[src/design/hfd_pkg.sv]
// package for the humidity/temperature frame decoder: types, constants, crc function
`timescale 1ns / 1ps

package hfd_pkg;

    // byte position within a reply frame, one-hot
    typedef enum logic [2:0] {
        POS_HIGH = 3'b001,
        POS_LOW  = 3'b010,
        POS_CHK  = 3'b100
    } t_pos;

    // crc-8, x^8+x^5+x^4+1, msb first
    localparam logic [7:0] CRC_POLY = 8'h31;

    // mask that clears the status bits of the sensor code
    localparam logic [15:0] STATUS_MASK = 16'hFFFC;

    // conversion slopes over 2^16 and offsets, in hundredths
    localparam logic [14:0] TEMP_SLOPE  = 15'd17572;
    localparam logic [14:0] RH_SLOPE    = 15'd12500;
    localparam logic [15:0] TEMP_OFFSET = 16'd4685;
    localparam logic [15:0] RH_OFFSET   = 16'd600;

    // one byte step of the crc, eight shift-xor steps
    function automatic logic [7:0] crc8_step(input logic [7:0] crc, input logic [7:0] b);
        logic [7:0] c;
        c = crc ^ b;
        for (int i = 0; i < 8; i++) begin
            if (c[7]) begin
                c = {c[6:0], 1'b0} ^ CRC_POLY;
            end else begin
                c = {c[6:0], 1'b0};
            end
        end
        return c;
    endfunction

endpackage

[src/design/hfd_if.sv]
// valid/ready channel interfaces for input bytes and decoded readings
`timescale 1ns / 1ps

interface hfd_in_if;
    logic       valid;
    logic       ready;
    logic [7:0] rx_byte;
    logic       is_humidity;

    modport source (output valid, output rx_byte, output is_humidity, input ready);
    modport sink   (input valid, input rx_byte, input is_humidity, output ready);
endinterface

interface hfd_out_if;
    logic               valid;
    logic               ready;
    logic               kind;
    logic [15:0]        raw_code;
    logic signed [14:0] scaled_value;
    logic               crc_error;

    modport source (output valid, output kind, output raw_code, output scaled_value,
                    output crc_error, input ready);
    modport sink   (input valid, input kind, input raw_code, input scaled_value,
                    input crc_error, output ready);
endinterface

[src/design/hfd_conv.sv]
// converts a masked sensor code to hundredths of degC or %RH
`timescale 1ns / 1ps

module hfd_conv (
    input  logic               i_kind,
    input  logic [15:0]        i_code,
    output logic signed [14:0] o_value
);

    logic [14:0] slope;
    logic [15:0] offset;
    logic [30:0] product;
    logic [15:0] diff;

    // pick slope and offset by kind
    assign slope  = i_kind ? hfd_pkg::RH_SLOPE  : hfd_pkg::TEMP_SLOPE;
    assign offset = i_kind ? hfd_pkg::RH_OFFSET : hfd_pkg::TEMP_OFFSET;

    // floor(slope * code / 2^16) - offset
    assign product = {16'd0, slope} * {15'd0, i_code};
    assign diff    = {1'b0, product[30:16]} - offset;
    assign o_value = signed'(diff[14:0]);

endmodule

[src/design/humidity_temp_frame_decoder.sv]
// top level of the humidity/temperature reply frame decoder
//
//  channel   dir   modport   word
//  i_rx      in    sink      rx_byte[7:0], is_humidity
//  o_res     out   source    kind, raw_code[15:0], scaled_value[14:0], crc_error
//
// one word per cycle in, unless a stalled reading holds the input register.
// a checksum word sits in the input register, its reading in the result register.
// the crc byte step and the single 15x16 multiply sit between these registers.
// i_rst_n is synchronous and clears the frame position, crc and valid flags.
// a stalled reading holds the input register only when it carries a checksum
// word; data words keep flowing while a result waits.
`timescale 1ns / 1ps

module humidity_temp_frame_decoder (
    input  logic       i_clk,
    input  logic       i_rst_n,
    hfd_in_if.sink     i_rx,
    hfd_out_if.source  o_res
);

    // input register
    logic        r_in_vld;
    logic [7:0]  r_in_byte;
    logic        r_in_kind;

    // frame state
    hfd_pkg::t_pos r_pos, n_pos;
    logic [7:0]  r_crc, n_crc;
    logic [7:0]  r_high, n_high;
    logic [7:0]  r_low, n_low;
    logic        r_kind, n_kind;

    // result register
    logic               r_out_vld;
    logic               r_out_kind;
    logic [15:0]        r_out_code;
    logic signed [14:0] r_out_value;
    logic               r_out_err;

    logic        out_free;
    logic        in_adv;
    logic        in_take;
    logic        res_load;
    logic [15:0] code;
    logic signed [14:0] value;

    // flow control
    assign out_free = !r_out_vld || o_res.ready;
    assign in_adv   = !r_in_vld || (r_pos != hfd_pkg::POS_CHK) || out_free;
    assign in_take  = r_in_vld && in_adv;
    assign res_load = in_take && (r_pos == hfd_pkg::POS_CHK);
    assign i_rx.ready = in_adv;

    // masked code and conversion
    assign code = {r_high, r_low} & hfd_pkg::STATUS_MASK;

    hfd_conv u_conv (
        .i_kind  (r_kind),
        .i_code  (code),
        .o_value (value)
    );

    // frame position and crc update
    always_comb begin
        n_pos  = r_pos;
        n_crc  = r_crc;
        n_high = r_high;
        n_low  = r_low;
        n_kind = r_kind;
        if (in_take) begin
            unique case (r_pos)
                hfd_pkg::POS_LOW: begin
                    n_low = r_in_byte;
                    n_crc = hfd_pkg::crc8_step(r_crc, r_in_byte);
                    n_pos = hfd_pkg::POS_CHK;
                end
                hfd_pkg::POS_CHK: begin
                    n_crc = 8'd0;
                    n_pos = hfd_pkg::POS_HIGH;
                end
                default: begin
                    n_high = r_in_byte;
                    n_kind = r_in_kind;
                    n_crc  = hfd_pkg::crc8_step(8'd0, r_in_byte);
                    n_pos  = hfd_pkg::POS_LOW;
                end
            endcase
        end
    end

    // control registers
    always_ff @(posedge i_clk) begin
        if (!i_rst_n) begin
            r_in_vld  <= 1'b0;
            r_out_vld <= 1'b0;
            r_pos     <= hfd_pkg::POS_HIGH;
            r_crc     <= 8'd0;
            r_high    <= 8'd0;
            r_low     <= 8'd0;
            r_kind    <= 1'b0;
        end else begin
            if (in_adv) begin
                r_in_vld <= i_rx.valid;
            end
            if (res_load) begin
                r_out_vld <= 1'b1;
            end else if (o_res.ready) begin
                r_out_vld <= 1'b0;
            end
            r_pos  <= n_pos;
            r_crc  <= n_crc;
            r_high <= n_high;
            r_low  <= n_low;
            r_kind <= n_kind;
        end
    end

    // payload registers
    always_ff @(posedge i_clk) begin
        if (in_adv) begin
            r_in_byte <= i_rx.rx_byte;
            r_in_kind <= i_rx.is_humidity;
        end
        if (res_load) begin
            r_out_kind  <= r_kind;
            r_out_code  <= code;
            r_out_value <= value;
            r_out_err   <= (r_crc != r_in_byte);
        end
    end

    // result channel
    assign o_res.valid        = r_out_vld;
    assign o_res.kind         = r_out_kind;
    assign o_res.raw_code     = r_out_code;
    assign o_res.scaled_value = r_out_value;
    assign o_res.crc_error    = r_out_err;

endmodule

[src/flat_wrapper.sv]
// flat-port wrapper written by rule: the top's interface ports become plain ports
module humidity_temp_frame_decoder_flat 
  (i_clk, i_rst_n, i_rx_valid, i_rx_rx_byte, i_rx_is_humidity, i_rx_ready, o_res_valid, o_res_kind, o_res_raw_code, o_res_scaled_value, o_res_crc_error, o_res_ready);
  hfd_in_if i_rx_i ();
  hfd_out_if o_res_i ();
  input  logic i_clk;
  input  logic i_rst_n;
  input wire logic [$bits(i_rx_i.valid)-1:0] i_rx_valid;
  input wire logic [$bits(i_rx_i.rx_byte)-1:0] i_rx_rx_byte;
  input wire logic [$bits(i_rx_i.is_humidity)-1:0] i_rx_is_humidity;
  output wire logic [$bits(i_rx_i.ready)-1:0] i_rx_ready;
  output wire logic [$bits(o_res_i.valid)-1:0] o_res_valid;
  output wire logic [$bits(o_res_i.kind)-1:0] o_res_kind;
  output wire logic [$bits(o_res_i.raw_code)-1:0] o_res_raw_code;
  output wire logic [$bits(o_res_i.scaled_value)-1:0] o_res_scaled_value;
  output wire logic [$bits(o_res_i.crc_error)-1:0] o_res_crc_error;
  input wire logic [$bits(o_res_i.ready)-1:0] o_res_ready;
  assign i_rx_i.valid = i_rx_valid;
  assign i_rx_i.rx_byte = i_rx_rx_byte;
  assign i_rx_i.is_humidity = i_rx_is_humidity;
  assign i_rx_ready = i_rx_i.ready;
  assign o_res_valid = o_res_i.valid;
  assign o_res_kind = o_res_i.kind;
  assign o_res_raw_code = o_res_i.raw_code;
  assign o_res_scaled_value = o_res_i.scaled_value;
  assign o_res_crc_error = o_res_i.crc_error;
  assign o_res_i.ready = o_res_ready;
  humidity_temp_frame_decoder u_core (.i_clk(i_clk), .i_rst_n(i_rst_n), .i_rx(i_rx_i), .o_res(o_res_i));
endmodule
[config.mk]
export PLATFORM = sky130hd
export DESIGN_NAME = humidity_temp_frame_decoder_flat
export DESIGN_NICKNAME = d
export VERILOG_FILES = /design/src/design/hfd_pkg.sv /design/src/design/hfd_if.sv /design/src/design/hfd_conv.sv /design/src/design/humidity_temp_frame_decoder.sv /design/src/flat_wrapper.sv
export SDC_FILE = /design/constraint.sdc
export NUM_CORES = 1
export LEC_CHECK = 0
export ABC_CLOCK_PERIOD_IN_PS = 7600
export BUFFER_PORTS_ARGS = -buffer_cell sky130_fd_sc_hd__buf_2
export CORE_MARGIN = 2
export CORE_UTILIZATION = 30
export DETAILED_ROUTE_END_ITERATION = 10
export HOLD_SLACK_MARGIN = 0.1
export PLACE_DENSITY = 0.51
export SLEW_MARGIN = 25
export SYNTH_ARGS = -nofsm -noshare
export SYNTH_HDL_FRONTEND = slang
export SYNTH_HIERARCHICAL = 1
export SYNTH_SLANG_ARGS = --single-unit
[constraint.sdc]
create_clock -name i_clk -period 7.6 [get_ports i_clk]
set_clock_uncertainty 0.15 [all_clocks]
set_input_delay 1.52 -clock i_clk [delete_from_list [all_inputs] [get_ports i_clk]]
set_output_delay 1.52 -clock i_clk [all_outputs]
set_load 0.02 [all_outputs]
==> results.cfg <==
[finish]
layout-drive-gt1-share = 0.128
nNetsFinal = 1062
diodes = 0
fin_util = 0.344
multi_input_area_mm2 = 0.00555
syn_to_final_growth_pct = 13.2
seqCellArea_mm2 = 0.00176
fill_cells = 2685

[die]
die_w_um = 166
start_util = 0.304
coreArea_mm2 = 0.0258
row_count = 59
pin_count = 48
die_area_mm2 = 0.0275
die_h_um = 166

[route]
drtPass1Iterations = 4
drt-vias-per-instance = 4.49
wl_per_cell_um = 14.4
ant_nets = 0
drt-total-wl_um = 17200
dr_total_vias = 5337
drc = 0
drtIter0Drc = 172

[grt]
groute.layer.met3.usage = 0.0243
met1_usage = 0.175
grt_busiest_layer = met2
gr-usage-all-layers = 0.126
first_global_vias = 5377
grt_max_degree = 32
grt_pass1_wl_um = 27900
grt_overflow_total = 0
use_met2 = 0.207
antenna_found_initial = 0

[placed_design]
post-place-ws_ns = 0.198
port_buffers = 45
dp_hpwl_um = 14100
gp_congestion = 0.812

[logic_synthesis]
yosys-top-cells-area = ha_1 (20%), fa_1 (19%), edfxtp_1 (15%)
synth_top_area_frac = 0.199
synth_flop_cell = edfxtp_1
yosysWarnings = 6
synthArstFlopShare = 0
netlist_area_mm2 = 0.00785
yosysTopAreaCell = ha_1
syn_inst = 788
ys_seq_elements = 68
synth_most_common_cell = inv_1
synthTopCellsByCount = inv_1 (134), ha_1 (125), fa_1 (76)
synth.distinct_cells = 79
synth-edff-count = 40
syn_area_per_cell_um2 = 9.96
seq_area_frac_synth = 0.224

[timing]
max_freq_ghz = 0.138
rsz0062_at_grt = no
period_share = 0.954
relSlewSlack = 0.442
tns_ns = 0
setup_ws_ns = 0.352
finalSetupViolCount = 0
hold_violations = 0
final_period_minus_worst_setup_slack_ns = 7.25
slew_violations = 0
worst_pin_slew_ns = 0.837

[cts]
hold_buffers = 0
cts.sinks = 68
clock-root-buffer = clkbuf_16
cts.reportedPaths.clkPinSlew_ns = 0.06
cts-buffers-inserted = 9
cts.path.max_buffers = 2
cts_tree = done
clk_latency_ns = 0.35
cts_max_level = 3

[critical_path]
slowest_delay_ns = 0.54
worst_setup_path_end_kind = flop
worst_path_most_repeated_cell = inv_1
cp_slowest_cell = fa_1
cp.arrival_ns = 7.19
worst_ep_required_time_ns = 7.54
start_kind = flop
worst-setup-path-type = reg2reg
worstPathMaxFanout = 9

[power_and_ir_drop]
leakage_uw = 0.00451
ir_drop_mv = 0.0974
power_density_mw_per_mm2 = 184
total_power_uw = 1630

[job]
maxCapViolCount = 0

[hold_path]
hold_class = reg2reg

[run_status]
status = finished, final reports clean
==> worst paths after layout <==
check,start,endpoint,slack [ns],depth (start not counted)
worst max-delay path,u_core/r_kind,u_core/o_res.scaled_value[14],0.35,27
worst min-delay path,u_core/r_crc[4],u_core/r_crc[4],0.32,2
worst max register to register,u_core/r_kind,u_core/o_res.scaled_value[14],0.35,27
worst min register to register,u_core/r_crc[4],u_core/r_crc[4],0.32,2
==> logic make-up (layout without fill, tap and decap cells) <==
family | count (synthesis) | after routing | share of synthesized area
AOI/OAI and AO/OA | 106 | 106 | 0.0942
DFF | 68 | 68 | 0.224
xor gates and xnor gates | 61 | 61 | 0.0770
adders and majority gates | 201 | 201 | 0.393
other | 3 | 28 | 0.00143
muxes | 11 | 11 | 0.0142
and+or+nand+nor | 171 | 171 | 0.109
buffers and inverters | 167 | 207 | 0.0861
==> layer usage <==
layer	wire length, µm	share of wire
met3	465	0.027
met5	0	0
met1	8730	0.51
met2	7900	0.46
met4	66	0.0038
==> through the flow <==
| stage | hold WS (ns) | instances | area [µm²] |
|---|---|---|---|
| 2_1_floorplan | 0.278 | 813 | 7940 |
| 3_3_place_gp | 0.304 | 1169 | 8500 |
| 3_5_place_dp | 0.307 | 1170 | 8530 |
| 4_1_cts | 0.314 | 1186 | 8830 |
| 5_1_grt | 0.356 | 1188 | 8890 |
| 6_report | 0.317 | 1188 | 8890 |
==> area by class of cell <==
cell class	instances	area share
clock inverters	5	0.00465
clock buffers	11	0.0297
repair buffers	57	0.0391
flip-flops and latches	68	0.198
multi-input cells	578	0.625
well taps	335	0.0472
inverters	134	0.0566
==> repair_timing <==
action                     CTS  global route
setup endpoints to repair    0             3
gates resized for setup      0             8
buffers inserted             0             2
==> cells in the final DEF, fill, tap and decap left out, types with 11 or more instances in the layout <==
master    synthesis  layout
a21oi_1          32      32
and2_1           11      11
buf_2             3      45
conb_1            3      28
dfxtp_1          28      28
edfxtp_1         40      40
fa_1             76      76
ha_1            125     122
inv_1           134     134
nand2_1          37      37
nor2_1           61      58
o21ai_0          15      15
xnor2_1          36      36
xor2_1           20      20
==> where the power goes <==
group          internal (µW)  switching, µW
registers                427           14.2
logic                    337            426
clock network            253            178
total                   1020            618
==> sequential cells by signal, summed over array words and instances (netlist names) <==
signal,cells
u_core/o_res.scaled_value,15
u_core/o_res.raw_code,14
u_core/r_crc,8
u_core/r_high,8
u_core/r_in_byte,8
u_core/r_low,6
u_core/r_pos,3
u_core/o_res.crc_error,1
u_core/o_res.kind,1
u_core/o_res.valid,1
u_core/r_in_kind,1
u_core/r_in_vld,1
u_core/r_kind,1
==> worst max-delay path, delay by kind of cell (launching register included) <==
| kind | cells | cell delay (ns) |
|---|---|---|
| AND/OR/NAND/NOR | 5 | 1.09 |
| adder cells (fa/ha/maj) | 8 | 3.45 |
| flip-flops | 1 | 0.34 |
| XOR/XNOR | 2 | 0.24 |
| buffers and inverters | 6 | 0.55 |
| AO/OA/AOI/OAI | 6 | 1.15 |
Note: power is estimated with default switching activity, not from simulation.
